### src/hdl/ctag_ram.sv
// Generic single-write, single-read RAM with a registered read port.
module ctag_ram #(
  parameter int WIDTH = 8,
  parameter int DEPTH = 16
) (
  input  logic                     clk,
  input  logic                     we,
  input  logic [$clog2(DEPTH)-1:0] waddr,
  input  logic [WIDTH-1:0]         wdata,
  input  logic                     re,
  input  logic [$clog2(DEPTH)-1:0] raddr,
  output logic [WIDTH-1:0]         rdata
);

  logic [WIDTH-1:0] mem [DEPTH];

  // Write port.
  always_ff @(posedge clk) begin
    if (we) begin
      mem[waddr] <= wdata;
    end
  end

  // Registered read port; data holds while no read is issued.
  always_ff @(posedge clk) begin
    if (re) begin
      rdata <= mem[raddr];
    end
  end

endmodule

### config.mk
export PLATFORM = sky130hd
export DESIGN_NAME = ctag_ram
export DESIGN_NICKNAME = d
export VERILOG_FILES = /design/src/hdl/ctag_ram.sv
export SDC_FILE = /design/constraint.sdc
export NUM_CORES = 1
export LEC_CHECK = 0
export ABC_AREA = 1
export CAP_MARGIN = 10
export CORE_MARGIN = 2
export CORE_UTILIZATION = 50
export CTS_CLUSTER_DIAMETER = 200
export DETAILED_ROUTE_END_ITERATION = 12
export DONT_BUFFER_PORTS = 1
export GPL_ROUTABILITY_DRIVEN = 1
export PLACE_DENSITY_LB_ADDON = 0.15
export SLEW_MARGIN = 15
export SYNTH_ARGS = -nofsm -noshare
export SYNTH_HDL_FRONTEND = slang
export SYNTH_SLANG_ARGS = --single-unit
### constraint.sdc
create_clock -name clk -period 2.4 [get_ports clk]
set_input_delay 0.36 -clock clk [delete_from_list [all_inputs] [get_ports clk]]
set_output_delay 0.36 -clock clk [all_outputs]
set_load 0.1 [all_outputs]
# --- Word-level counts from Yosys, hierarchy flattened ---
# Memories as Yosys holds them, arrays and structs flattened. A register that Yosys moved wholly into a read port is not among the register bits.
# Cells that the tools add are included.
# Widths: inputs -> output; s select.
totals:
  reg_bits: 0
  ram_bits: 128
  input_bits: 19
  output_inout_bits: 8
  elab_cells: 3
  n_memories: 1
memory_table:
  columns: ["memory", "words", "word_bits", "rd", "rd_clocked_by_memory_dff", "write_ports", "line", "text"]
  rows:
  - ["mem", 16, 8, 1, 1, 1, "15", "logic [WIDTH-1:0] mem [DEPTH];"]
op_classes:
  muxes: 2
ops:
  columns: ["op", "n"]
  rows:
  - ["$mux 1", 2]

# --- Longest topological paths before layout ---
logic_depth:
  depth_word: 2
  depth_mapped: 8
  ltp_nobuf: 7

# --- Least setup slack after synthesis ---
# Ideal clock, no wire load.
synth_path:
  path_kind: "input port to flip-flop"
  startpoint: "in waddr[2]"
  endpoint: "mem mem[10][0], enable pin"
  setup_time_ns: 0.370
  arrival_ns: 0.941
  required_ns: 2.030
  path_slack_ns: 1.089
  cell_stages: 2
  cell_sequence: "nand3b_1 -> nor2_1"
synth_lines:
  columns: ["element", "line", "text"]
  rows:
  - ["start, declared", "8", "input logic [$clog2(DEPTH)-1:0] waddr,"]
  - ["end, declared", "15", null]
# No word-level cell before the write port.

# --- Final worst setup path ---
layout_path:
  startpoint: "reg rdata[0], read port of mem"
  endpoint: "out rdata[0]"
layout_lines:
  columns: ["element", "line", "text"]
  rows:
  - ["start, declared", "12", "output logic [WIDTH-1:0] rdata"]
# No word-level cell between the ends.

==> metrics <==
status finished clean; Worst-Skew Late Latency roughly 420 ps; RSZ-0062 raised after global routing no; Setup Skew just over 7 ps; compound-gate portion of the synthesized area 0; first-pass GRT wire length 20100 µm; layout net count 580; Bufs on Longest Clock Path 2; DR vias/cell a little over 5; global route overflow 0; Crit Path Max Fanout 1; via count 3664; Rel. slew slack 0.375; CTS tree built; largest net degree at the start of global routing 66; most frequent cell after synthesis nand2_1; DR pass1 iterations 5; CTS resizes 0; drc violations 0; vias in the first global route 3642; multiplexer share of the synthesized area 0; final setup vio count 0; CTS sink count between 100 and 150; Synth-to-Final Area Change 12.3%; Die W 112 µm; ys async rst share 0; Synth Instances roughly 550; Post-synth EDFFs ~140; worst setup path class reg2out; Clock Tree Root clkbuf_16; Synth top area share 0.698; final hold violations 0; routed len/inst 17.8 µm; iteration-0 DRC count of the detailed router about 240; Yosys reg bits ~140; min Tclk post-route 1740 ps; Initial Util 0.512; Final Max Tran Viols 0; Simple-Gate Fraction of Synth Area 0.208; part of the Yosys area used for sequential elements 0.698; port bufs 0; Die Y ~110 µm; Post-Synth XOR/XNOR Area 0; Req. time, crit path 2040 ps; GPL Wtd Cong 0.777; ANT cells 0; pwr dens 847 nW/µm²; antenna violations before repair 0; post-route setup TNS 0 ps; hold_buf cts 0; VDD IR-drop max 0.509 mV; post-layout util 0.575; largest family of logic cells by synthesized area simple AND/OR/NAND/NOR gates; H-tree depth 4; Max-Cap Viols 0; fraction of layout cells with a size suffix above 1 0.0785; top cells by area, synth edfxtp_1 70%, nand2_1 11%, nand3_1 8.3%; CP arrival 1380 ps; Detail Placement HPWL around 7700 µm; final critical-path share of the clock period 0.726; CP Capture Type primary output; CTS Buf Count 17; Fmax 574 MHz; setup bufs post-CTS 0; r2r setup slk 1210 ps; # IOs 27; cell taking the most area after synthesis edfxtp_1; ys flop type edfxtp_1; Netlist Area Pre-Place 5850 µm²; core area around 11000 µm²; Syn. warnings 0; Synthesized Nets between 500 and 600; worst min path class in2reg; final WL between 10000 and 15000 µm; Worst Tran Pin Value 940 ps; leakage between 2 and 3 nW; Synth cell types 11; Setup crit start kind flop; DRT antenna net count 0; Post-synth top cells 173 x nand2_1, 136 x edfxtp_1, 100 x inv_1, 97 x nand3_1, 17 x nor2_1; row cnt 39; Clock transition at path regs approximately 60 ps; filler instances between 900 and 1000; die area 12600 µm²; GRT Total Usage 0.216; adder-cell area share of the yosys netlist 0; syn_area_per_cell 10.6 µm²
==> report_power, final <==
group | switching [mW] | leakage [nW] | total (mW) | internal, mW
Sequential | 0.0245 | 1.24 | 2.70 | 2.68
Clock | 0.958 | 0.273 | 2.57 | 1.61
Combinational | 0.212 | 1.27 | 0.293 | 0.0813
==> placed cells by master, fill, tap and decap left out, types with 3 or more instances in the layout <==
cell,instances
nand2_1,173
edfxtp_1,136
inv_1,100
nand3_1,97
nor2_1,17
clkbuf_16,17
buf_4,14
clkinvlp_4,4
bufinv_16,3
clkinv_1,3
==> per-layer routing <==
layer	track usage	wire (µm)	up-vias	part of all wire
li1	-	-	1803	-
met1	0.286	5560	1732	0.44
met2	0.347	6150	116	0.48
met3	0.0664	843	13	0.066
met4	0.0683	176	0	0.014
met5	0	0	-	0
==> flip-flops by register name, summed over array words and instances, names as in the netlist <==
name,flops
rdata,8
mem,128
==> kinds of logic after synthesis <==
logic type    count (synthesis)
simple gates                289
flops                       136
buf+inv                     126
==> final cells by class <==
cell class | instances | area [µm²] | share of cell area
Tap cell | 143 | 179 | 0.0272
Inverter | 102 | 383 | 0.0583
Multi-Input combinational cell | 289 | 1210 | 0.185
Clock buffer | 17 | 425 | 0.0648
Timing Repair Buffer | 15 | 125 | 0.0190
Sequential cell | 136 | 4080 | 0.622
Clock inverter | 14 | 159 | 0.0242
==> final timing paths <==
kind,from,to,cells past startpoint
max,rdata[0]$_DFFE_PP_,rdata[0],0
min,wdata[7],mem[1][7]$_DFFE_PP_,0
max reg2reg,mem[1][2]$_DFFE_PP_,rdata[2]$_DFFE_PP_,6
min reg2reg,mem[13][2]$_DFFE_PP_,rdata[2]$_DFFE_PP_,6
==> stage by stage <==
stage | cells | total power [mW] | cell area (µm²) | setup slack [ps] | hold slack [ps]
detailed placement | 685 | 3.05 | 5980 | 759 | 460
floorplan | 551 | 3.01 | 5850 | 1090 | 459
CTS | 716 | 5.60 | 6570 | 637 | 21.9
global placement | 685 | 3.04 | 5980 | 734 | 460
global route | 716 | 5.75 | 6570 | 619 | 9.49
finish | 716 | 5.57 | 6570 | 658 | 34.8
Note: power is estimated with default switching activity, not from simulation.
