## config.mk

```make
export PLATFORM = sky130hd
export DESIGN_NAME = ctag_policy
export DESIGN_NICKNAME = d
export VERILOG_FILES = /design/src/hdl/ctag_pkg.sv /design/src/hdl/ctag_policy.sv
export SDC_FILE = /design/constraint.sdc
export NUM_CORES = 1
export LEC_CHECK = 0
export BUFFER_PORTS_ARGS = -buffer_cell sky130_fd_sc_hd__buf_2
export CORE_ASPECT_RATIO = 0.5
export CORE_MARGIN = 4
export CORE_UTILIZATION = 40
export DETAILED_ROUTE_END_ITERATION = 16
export PLACE_DENSITY = 0.95
export SLEW_MARGIN = 15
export SYNTH_ARGS = -nofsm -noshare
export SYNTH_HDL_FRONTEND = slang
export SYNTH_SLANG_ARGS = --single-unit
```

## constraint.sdc

```tcl
create_clock -name vclk -period 3.9
set_input_delay 0.195 -clock vclk [all_inputs]
set_output_delay 0.195 -clock vclk [all_outputs]
set_load 0.01 [all_outputs]
```

## src/hdl/ctag_pkg.sv

```systemverilog
// Shared types and codes of the two-way cache tag engine.
package ctag_pkg;

  // Access kinds carried in the operation field.
  localparam logic OP_READ  = 1'b0;
  localparam logic OP_WRITE = 1'b1;

  // Lookup outcome flags passed from the policy logic to the pipeline.
  typedef struct packed {
    logic hit;
    logic way;
    logic wb_needed;
  } ctag_flags_t;

endpackage

```

## src/hdl/ctag_policy.sv

```systemverilog
// Tag compare, LRU victim choice and set entry update for one access.
module ctag_policy
  import ctag_pkg::*;
#(
  parameter int TAG_BITS = 18,
  parameter int SET_BITS = 8
) (
  input  logic [2*(TAG_BITS+2):0]      entry,
  input  logic                         operation,
  input  logic [TAG_BITS+SET_BITS-1:0] block,
  output logic [2*(TAG_BITS+2):0]      entry_upd,
  output ctag_flags_t                  flags,
  output logic [TAG_BITS+SET_BITS-1:0] fill_block,
  output logic [TAG_BITS+SET_BITS-1:0] wb_block
);

  localparam int WAY_W = TAG_BITS + 2;

  logic [WAY_W-1:0]    way0, way1, sel, sel_upd;
  logic [TAG_BITS-1:0] tag;
  logic [SET_BITS-1:0] set_idx;
  logic                hit0, hit1, hit, way, wb;

  assign tag     = block[TAG_BITS+SET_BITS-1:SET_BITS];
  assign set_idx = block[SET_BITS-1:0];
  assign way0    = entry[WAY_W-1:0];
  assign way1    = entry[2*WAY_W-1:WAY_W];

  // Each way record is {valid, dirty, tag}; way 0 wins if both match.
  assign hit0 = way0[WAY_W-1] && (way0[TAG_BITS-1:0] == tag);
  assign hit1 = way1[WAY_W-1] && (way1[TAG_BITS-1:0] == tag);
  assign hit  = hit0 || hit1;
  assign way  = hit0 ? 1'b0 : (hit1 ? 1'b1 : entry[2*WAY_W]);
  assign sel  = way ? way1 : way0;

  // A miss evicts the selected way; only a valid dirty victim is written back.
  assign wb         = !hit && sel[WAY_W-1] && sel[WAY_W-2];
  assign wb_block   = wb ? {sel[TAG_BITS-1:0], set_idx} : '0;
  assign fill_block = hit ? '0 : block;

  // Refill installs the tag clean; a write then marks the serving way dirty.
  always_comb begin
    sel_upd = hit ? sel : {1'b1, 1'b0, tag};
    if (operation == OP_WRITE) begin
      sel_upd[WAY_W-2] = 1'b1;
    end
  end

  // The other way becomes the next victim of the set.
  always_comb begin
    entry_upd = {~way, way1, way0};
    if (way) begin
      entry_upd[2*WAY_W-1:WAY_W] = sel_upd;
    end else begin
      entry_upd[WAY_W-1:0] = sel_upd;
    end
  end

  assign flags = '{hit: hit, way: way, wb_needed: wb};

endmodule

```

# Word level (Yosys, flattened, before mapping)
# Index checks and enable logic that the tools add are counted.
classes:
  n_shift: 0
  n_div: 0
  mux: 9
  reduce_logical: 6
  mul: 0
  magnitude_cmp: 0
  bitwise: 1
  add_sub_neg: 0
  eq_ne: 2
ops:
  columns: ["cell", "count"]
  rows:
  - ["2-to-1 mux 20 bit", 4]
  - ["2-to-1 mux 26 bit", 2]
  - ["equality test 18 bit", 2]
  - ["logical AND 1 bit", 4]
  - ["2-to-1 mux 1 bit", 3]
  - ["logical NOT 1 bit", 1]
  - ["logical OR 1 bit", 1]
  - ["NOT 1 bit", 1]
word_totals:
  out_inout_bits: 96
  word_cells: 18
  mem_count: 0
  inputBits: 68
  register_bits: 0
  mem_bits_ro: 0
  latch_bits: 0
  ram_bits: 0

# Longest topological paths before layout
# Gate-level depths: netlist of the first run.
logic_depth:
  ltp_word: 8
  ltp_mapped: 8

# Least setup slack after synthesis of the first run
# OpenSTA, ideal clock, no wires.
synth_path:
  path_type: "input to output"
  from: "input block[17]"
  to: "output entry_upd[10]"
  t_arrival_ps: 1738
  path_slack_ps: 1967
  cell_stages: 7
  n_path_buf: 1
  t_required_ps: 3705
  cell_sequence: "xnor2_1 -> nand4_1 -> nor4_2 -> a21oi_2 -> a21oi_4 -> buf_4 -> mux2_2"
synth_between:
  elab_chain_cells: 7
  elab_cells_between_ends: 10
synth_rtl:
  columns: ["item", "line", "text"]
  rows:
  - ["start: declaration", "ctag_policy.sv:10", "input logic [TAG_BITS+SET_BITS-1:0] block,"]
  - ["equality test 18 bit", "ctag_policy.sv:31", "assign hit1 = way1[WAY_W-1] && (way1[TAG_BITS-1:0] == tag);"]
  - ["logical AND 1 bit", "ctag_policy.sv:31", null]
  - ["2-to-1 mux 1 bit", "ctag_policy.sv:33", "assign way = hit0 ? 1'b0 : (hit1 ? 1'b1 : entry[2*WAY_W]);"]
  - ["2-to-1 mux 1 bit *", "ctag_policy.sv:33", null]
  - ["named net way", "ctag_policy.sv:22", "logic hit0, hit1, hit, way, wb;"]
  - ["2-to-1 mux 20 bit", "ctag_policy.sv:34", "assign sel = way ? way1 : way0;"]
  - ["2-to-1 mux 20 bit", "ctag_policy.sv:43", "sel_upd = hit ? sel : {1'b1, 1'b0, tag};"]
  - ["2-to-1 mux 20 bit *", "ctag_policy.sv:52", "if (way) begin"]
  - ["end: declaration", "ctag_policy.sv:11", "output logic [2*(TAG_BITS+2):0] entry_upd,"]
# Mark *: on every way through the listed nets, which the timed path passes. The rest lies on a longest branch.

# Worst setup path after layout of the first run
layout_path:
  from: "input block[25]"
  to: "output entry_upd[22]"
layout_between:
  elab_chain_cells: 7
  elab_cells_between_ends: 10
layout_rtl:
  columns: ["item", "line"]
  rows:
  - ["equality test 18 bit", "ctag_policy.sv:31"]
  - ["logical AND 1 bit", "ctag_policy.sv:31"]
  - ["2-to-1 mux 1 bit (2 in a row)", "ctag_policy.sv:33"]
  - ["2-to-1 mux 20 bit", "ctag_policy.sv:34"]
  - ["2-to-1 mux 20 bit", "ctag_policy.sv:43"]
  - ["2-to-1 mux 20 bit *", "ctag_policy.sv:52"]
# Every way passes the cells marked *; elsewhere a longest branch is shown, timed or not.

==> flow_summary.toml, run 1 <==
[cells_and_area]
flops_and_latches = 0
seqCellArea_um2 = 0
fill_cells = 299
layout-drive-gt1-share_pct = 59.14
area_growth_pct = 51.79
final_util_pct = 66.35
n_clock_buffer = 0
num_antenna_cells = 0
final_design_area_no_fill_um2 = 2391
nets = 420
fin_cells = 401

[sta]
fin_crit_sh_pct = 80.10
maxSlewViolCount = 0
tightest_slew_ns = 0.7621
hold_violations = 0
fin_crit_ns = 3.124
worst_slew_margin_rel_pct = 49.19
max_freq_mhz = 320.1
finalSetupViolations = 0
rsz0062_at_grt = "false"
setup_tns_ns = 0

[routing]
drtIter0Drc = 248
ant_nets = 0
routed_wirelength_um = 7005
via_per_inst = 5.514
drc = 0
dr.pass1.iters = 5
vias = 2211
wl_per_cell_um = 17.47

[global_routing]
grt.total_usage_pct = 25.55
use_met2_pct = 51.26
antenna_found_initial = 0
grt.met1_usage_pct = 29.14
use_met3_pct = 3.187
grt_pass1_wl_um = 10920
grt_start_max_net_pins = 31
grt_pass1_vias = 2220
busiest_layer = "met2"
overflow = 0

[die]
ioPinCount = 164
core_region_area_um2 = 3603
rows = 15
die-area_um2 = 5067
chipWidth_um = 96.75
initial_core_util_pct = 43.72
chipHeight_um = 52.38

[yosys]
synth_compound_area_share_pct = 14.30
syn_area_um2 = 1575
synthDistinctLibCells = 30
synth_top_cells_by_count = "35 x and2_1, 34 x xnor2_1, 21 x nor2_1, 19 x a22oi_1, 19 x mux2_2"
yosysMostFrequentCell = "and2_1"
synth_top_area_share_pct = 18.90
seq_area_frac_synth_pct = 0
avgSynthCellArea_um2 = 7.956
syn-instance-count = 198
synth_xor_area_share_pct = 20.02
yosysWarnings = 0
syn_nets = 266
synth_top_cell_by_area = "xnor2_1"
synth_top_family_by_area = "multiplexers"
ys_top_cells_by_area = "xnor2_1 19%, mux2_4 17%, and2_1 14%"
yosys.area_share.simple_pct = 29.39
synth_adder_area_share_pct = 0
synth.mux.area_fraction_pct = 30.74

[setup_path]
slowest_stage = "a21oi_4"
slowest_delay_ns = 0.55
cp_top_family = "buffers and inverters"
cpMostUsedCell = "buf_2"
crit_type = "primary input to output pin"
endpoint_kind = "output pin"
path_cells = "buf_2 -> xnor2_1 -> nand4_1 -> nor4_2 -> a21oi_2 -> a21oi_4 -> inv_2 -> mux2_4 -> buf_2"
worstPathMaxFanout = 20
critical_path_arrival_ns = 2.93
worstSetupStartpointType = "primary input"
crit_buf_inv = 3
required_ns = 3.70

[hold_path]
hold_path_class = "primary input to output pin"

[placed_design]
hpwl_um = 5710
io_buffers = 164
dpl.cell_count = 401
placedInstanceArea_um2 = 2391
gp_congestion = 0.9907

[run]
maxCapViolCount = 0

[clocking]
cts-hold-fix-buffers = 0
post_cts_resize_count = 0
cts_setup_buffers = 0

[power]
total_power_mw = 0.3191
p_leak_nw = 1.211
peakVddDrop_mv = 0.05879
power_density_nw_per_um2 = 133.5

[run_status]
status = "complete, no violations"
[cell usage in the layout (no fill, tap or decap), types with 2 or more instances in the layout]
master,n
buf_2,164
and2_1,35
xnor2_1,34
nor2_1,21
a22oi_1,19
mux2_2,19
mux2_4,18
nand4_1,15
nand2_1,3
xor2_1,2
nand4b_1,2
buf_4,2
[power by group]
part	internal, mW	switching (mW)
registers	0	0
clock network	0	0
logic	0.150	0.170
[logic make-up (layout without fill, tap and decap cells)]
kind of cell,Yosys count,after routing
and+or+nand+nor,82,82
muxes,37,37
xor gates and xnor gates,36,36
AOI/OAI and AO/OA,28,28
buffers and inverters,15,167
[layout make-up]
class                           instances  area, µm²  share of cell area (%)
Multi-Input combinational cell        183       1488                   62.22
Timing Repair Buffer                  166      835.8                   34.96
Tap cell                               51      63.81                   2.669
Inverter                                1      3.754                  0.1570
[per-stage QoR]
| stage | setup WS, ns | hold slack [ns] |
|---|---|---|
| global placement | 1.040 | 0.6844 |
| CTS | 0.8887 | 0.6909 |
| floorplan | 1.967 | 0.4831 |
| finish | 0.7762 | 0.6897 |
| global route | 0.6561 | 0.7128 |
| detailed placement | 0.9095 | 0.6909 |
[path summary, 6_finish.rpt]
check / slack (ns) / endpoint / cells past startpoint / from
min: 0.69 / wb_block[5] / 3 / block[5]
max: 0.78 / entry_upd[22] / 9 / block[25]
[layer usage]
metal	share of wire [%]	wire length (µm)
met3	7.8	548
met4	3.0	211
met2	52	3669
met1	37	2576
met5	0	0
Note: power is estimated with default switching activity, not from simulation.
==> inputs of run 2 (changes only) <==
--- a/config.mk
+++ b/config.mk
@@ -8,9 +8,9 @@
 export BUFFER_PORTS_ARGS = -buffer_cell sky130_fd_sc_hd__buf_2
 export CORE_ASPECT_RATIO = 0.5
 export CORE_MARGIN = 4
-export CORE_UTILIZATION = 40
+export CORE_UTILIZATION = 34
 export DETAILED_ROUTE_END_ITERATION = 16
-export PLACE_DENSITY = 0.95
+export PLACE_DENSITY = 0.91
 export SLEW_MARGIN = 15
 export SYNTH_ARGS = -nofsm -noshare
 export SYNTH_HDL_FRONTEND = slang
==> constraint.sdc (replaced) <==
create_clock -name vclk -period 2.8
set_input_delay 0.14 -clock vclk [all_inputs]
set_output_delay 0.14 -clock vclk [all_outputs]
set_load 0.01 [all_outputs]
==> flow_summary.toml, run 2 (same netlist as run 1, synthesis figures left out) <==
[sta]
rsz0062_at_grt = "false"
finalSetupViolations = 0
fin_crit_sh_pct = 91.75
tightest_slew_ns = 0.8631
setup_tns_ns = 0
hold_violations = 0
fin_crit_ns = 2.569
maxSlewViolCount = 0
worst_slew_margin_rel_pct = 42.46
max_freq_mhz = 389.3

[setup_path]
worstPathMaxFanout = 13
crit_buf_inv = 3
path_cells = "buf_2 -> xor2_1 -> nand4b_1 -> nor4_2 -> a22oi_1 -> nand2_1 -> buf_4 -> nor2_1 -> buf_2"
endpoint_kind = "output pin"
slowest_delay_ns = 0.70
required_ns = 2.66
cp_top_family = "simple AND/OR/NAND/NOR gates"
crit_type = "primary input to output pin"
slowest_stage = "a22oi_1"
worstSetupStartpointType = "primary input"
cpMostUsedCell = "buf_2"
critical_path_arrival_ns = 2.43
startpoint = "block[10]"

[die]
core_region_area_um2 = 4424
initial_core_util_pct = 35.61
rows = 17
die-area_um2 = 5852
ioPinCount = 164
chipHeight_um = 56.13
chipWidth_um = 104.3

[hold_path]
hold_path_class = "primary input to output pin"
hp-start = "block[5]"

[placed_design]
io_buffers = 164
dpl.cell_count = 410
hpwl_um = 5586
gp_congestion = 0.9355

[run]
maxCapViolCount = 0

[routing]
drtIter0Drc = 301
dr.pass1.iters = 5
routed_wirelength_um = 6608
wl_per_cell_um = 16.12
via_per_inst = 5.283
vias = 2166
drc = 0
ant_nets = 0

[global_routing]
grt_start_max_net_pins = 21
grt.total_usage_pct = 20.65
grt_pass1_vias = 2068
antenna_found_initial = 0
grt_pass1_wl_um = 10380
overflow = 0

[power]
peakVddDrop_mv = 0.05431
p_leak_nw = 1.226
power_density_nw_per_um2 = 182.8

[cells_and_area]
area_growth_pct = 53.69
final_common_cell = "buf_2"
seqCellArea_um2 = 0
fin_cells = 410
nets = 423
flops_and_latches = 0
layout-drive-gt1-share_pct = 59.49
layout_common_cells = "164 x buf_2, 35 x and2_1, 34 x xnor2_1"
num_antenna_cells = 0
n_clock_buffer = 0

[clocking]
post_cts_resize_count = 0
cts_setup_buffers = 0
cts-hold-fix-buffers = 0

[run_status]
status = "complete, no violations"
[run 2: changes by cell type in the layout (fill, tap and decap cells not counted)]
cell   previous run  this run
buf_4             2         5
[run 2: worst paths after layout]
path | endpoint | slack (ns) | cells after the start
max | wb_block[18] | 0.23 | 9
min | fill_block[5] | 0.58 | 3
[run 2: through the flow]
stage | setup slack (ns) | power, mW | area [µm²] | hold slack [ns] | util [%]
detailed placement | 0.2618 | 0.4374 | 2421 | 0.5798 | 54.72
CTS | 0.2576 | 0.4396 | 2421 | 0.5798 | 54.72
finish | 0.2310 | 0.4425 | 2421 | 0.5806 | 54.72
floorplan | 0.9766 | 0.2448 | 1575 | 0.3731 | -
global route | 0.09109 | 0.4747 | 2421 | 0.5993 | 54.72
global placement | 0.4315 | 0.4326 | 2421 | 0.5751 | 54.72
[run 2: layer usage]
metal	routed length (µm)	global-route usage, %	up-vias
met1	2536	25.85	1015
met5	0	0	-
met2	3545	39.08	113
li1	-	-	1026
met3	425	1.854	12
met4	100	3.220	0
[run 2: power by group]
part	switching [mW]	internal, mW	leakage [nW]
sequential	0	0	0
clock	0	0	0
combinational	0.232	0.210	1.23
total	0.232	0.210	1.23
[run 2: final cells by class]
type / count / area [µm²]
fill: 421 / 2003
multi-input combinational: 183 / 1488
timing repair buffer: 169 / 858.3
tap: 57 / 71.32
inverter: 1 / 3.754
==> inputs of run 3 (changes only) <==
--- a/config.mk
+++ b/config.mk
@@ -10,7 +10,7 @@
 export CORE_MARGIN = 4
 export CORE_UTILIZATION = 34
 export DETAILED_ROUTE_END_ITERATION = 16
-export PLACE_DENSITY = 0.91
+export PLACE_DENSITY = 0.84
 export SLEW_MARGIN = 15
 export SYNTH_ARGS = -nofsm -noshare
 export SYNTH_HDL_FRONTEND = slang
==> flow_summary.toml, run 3 (same netlist as run 1, synthesis figures left out) <==
[run]
maxCapViolCount = 0

[setup_path]
crit_type = "primary input to output pin"
required_ns = 2.66
worstSetupStartpointType = "primary input"
critical_path_arrival_ns = 2.22
worstPathMaxFanout = 17
endpoint_kind = "output pin"

[placed_design]
dpl.cell_count = 412
io_buffers = 164
gp_congestion = 1.025
placedInstanceArea_um2 = 2449
hpwl_um = 5560
dp_slack_ns = 0.5217

[routing]
routed_wirelength_um = 6413
drc = 0
vias = 2056
wl_per_cell_um = 15.57
drtIter0Drc = 119
ant_nets = 0
dr.pass1.iters = 4
via_per_inst = 4.990

[power]
clockPowerShare_pct = 0
power_density_nw_per_um2 = 181.1
p_leak_nw = 1.239
switching_share_pct = 51.80
p_comb_share_pct = 100.0
p_sw_mw = 0.2297
peakVddDrop_mv = 0.06453
p_int_mw = 0.2137
seqPwrFrac_pct = 0

[sta]
finalSetupViolations = 0
fin_crit_ns = 2.357
worst_slew_margin_rel_pct = 54.33
hold_violations = 0
tightest_slew_ns = 0.6836
setup_tns_ns = 0
fin_crit_sh_pct = 84.19
maxSlewViolCount = 0
setup_slack_ns = 0.4426
max_freq_mhz = 424.2
rsz0062_at_grt = "false"

[cells_and_area]
n_clock_buffer = 0
nets = 425
final_design_area_no_fill_um2 = 2449
final_util_pct = 55.35
seqCellArea_um2 = 0
area_growth_pct = 55.44
final_common_cell = "buf_2"
layout_common_cells = "164 x buf_2, 35 x and2_1, 34 x xnor2_1"
fin_cells = 412
layout-drive-gt1-share_pct = 59.72
flops_and_latches = 0
fill_cells = 432
num_antenna_cells = 0

[clocking]
cts-hold-fix-buffers = 0
cts_setup_buffers = 0
post_cts_resize_count = 0

[die]
chipWidth_um = 104.3
rows = 17
core_region_area_um2 = 4424
initial_core_util_pct = 35.61
die-area_um2 = 5852
chipHeight_um = 56.13
ioPinCount = 164

[hold_path]
hp-start = "block[1]"
holdPathEnd = "fill_block[1]"
hold_path_class = "primary input to output pin"
min_path_cells = 3

[global_routing]
grt_pass1_vias = 2034
antenna_found_initial = 0
grt_pass1_wl_um = 10200
overflow = 0
grt_start_max_net_pins = 18
grt.total_usage_pct = 20.08

[run_status]
status = "complete, no violations"
==> run 3: layout make-up <==
type | count | area, µm² | area share [%]
inverter | 1 | 3.754 | 0.1533
timing repair buffer | 171 | 885.9 | 36.18
multi-input combinational | 183 | 1488 | 60.76
tap | 57 | 71.32 | 2.913
==> run 3: worst max path at each step <==
stage              start             to  slack, ns  depth (start not counted)
3_5_place_dp   block[11]    wb_block[2]       0.52                          9
6_report       block[25]   entry_upd[9]       0.44                          9
2_1_floorplan  block[17]  entry_upd[10]       0.98                          7
3_3_place_gp   block[25]  entry_upd[17]       0.52                          9
4_1_cts        block[11]    wb_block[2]       0.51                          9
5_1_grt        block[25]  entry_upd[32]       0.30                         10
==> run 3: metrics by stage <==
step           power (mW)  hold WS (ns)
2_1_floorplan      0.2448        0.3731
3_3_place_gp       0.4368        0.5803
3_5_place_dp       0.4406        0.5792
4_1_cts            0.4424        0.5809
5_1_grt            0.4780        0.5991
6_report           0.4434        0.5790
==> run 3: worst max-delay path, cell delays in order <==
cell and delay, ns:
buf_2 0.13, xnor2_1 0.27, nand4_1 0.14, nor4_2 0.40, a21oi_2 0.18, a21oi_4 0.16, buf_4 0.27, mux2_2 0.37
buf_2 0.14
==> run 3: power by group through the flow <==
stage	Clock (mW)	Combinational, mW	Sequential (mW)
finish	0	0.443	0
detailed placement	0	0.441	0
global route	0	0.478	0
CTS	0	0.442	0
global placement	0	0.437	0
floorplan	0	0.245	0
==> run 3: layer usage <==
metal	part of all wire, %	GRT usage [%]
met1	40	25.51
met2	53	37.52
met3	6.2	2.665
met4	0.39	1.705
met5	0	0
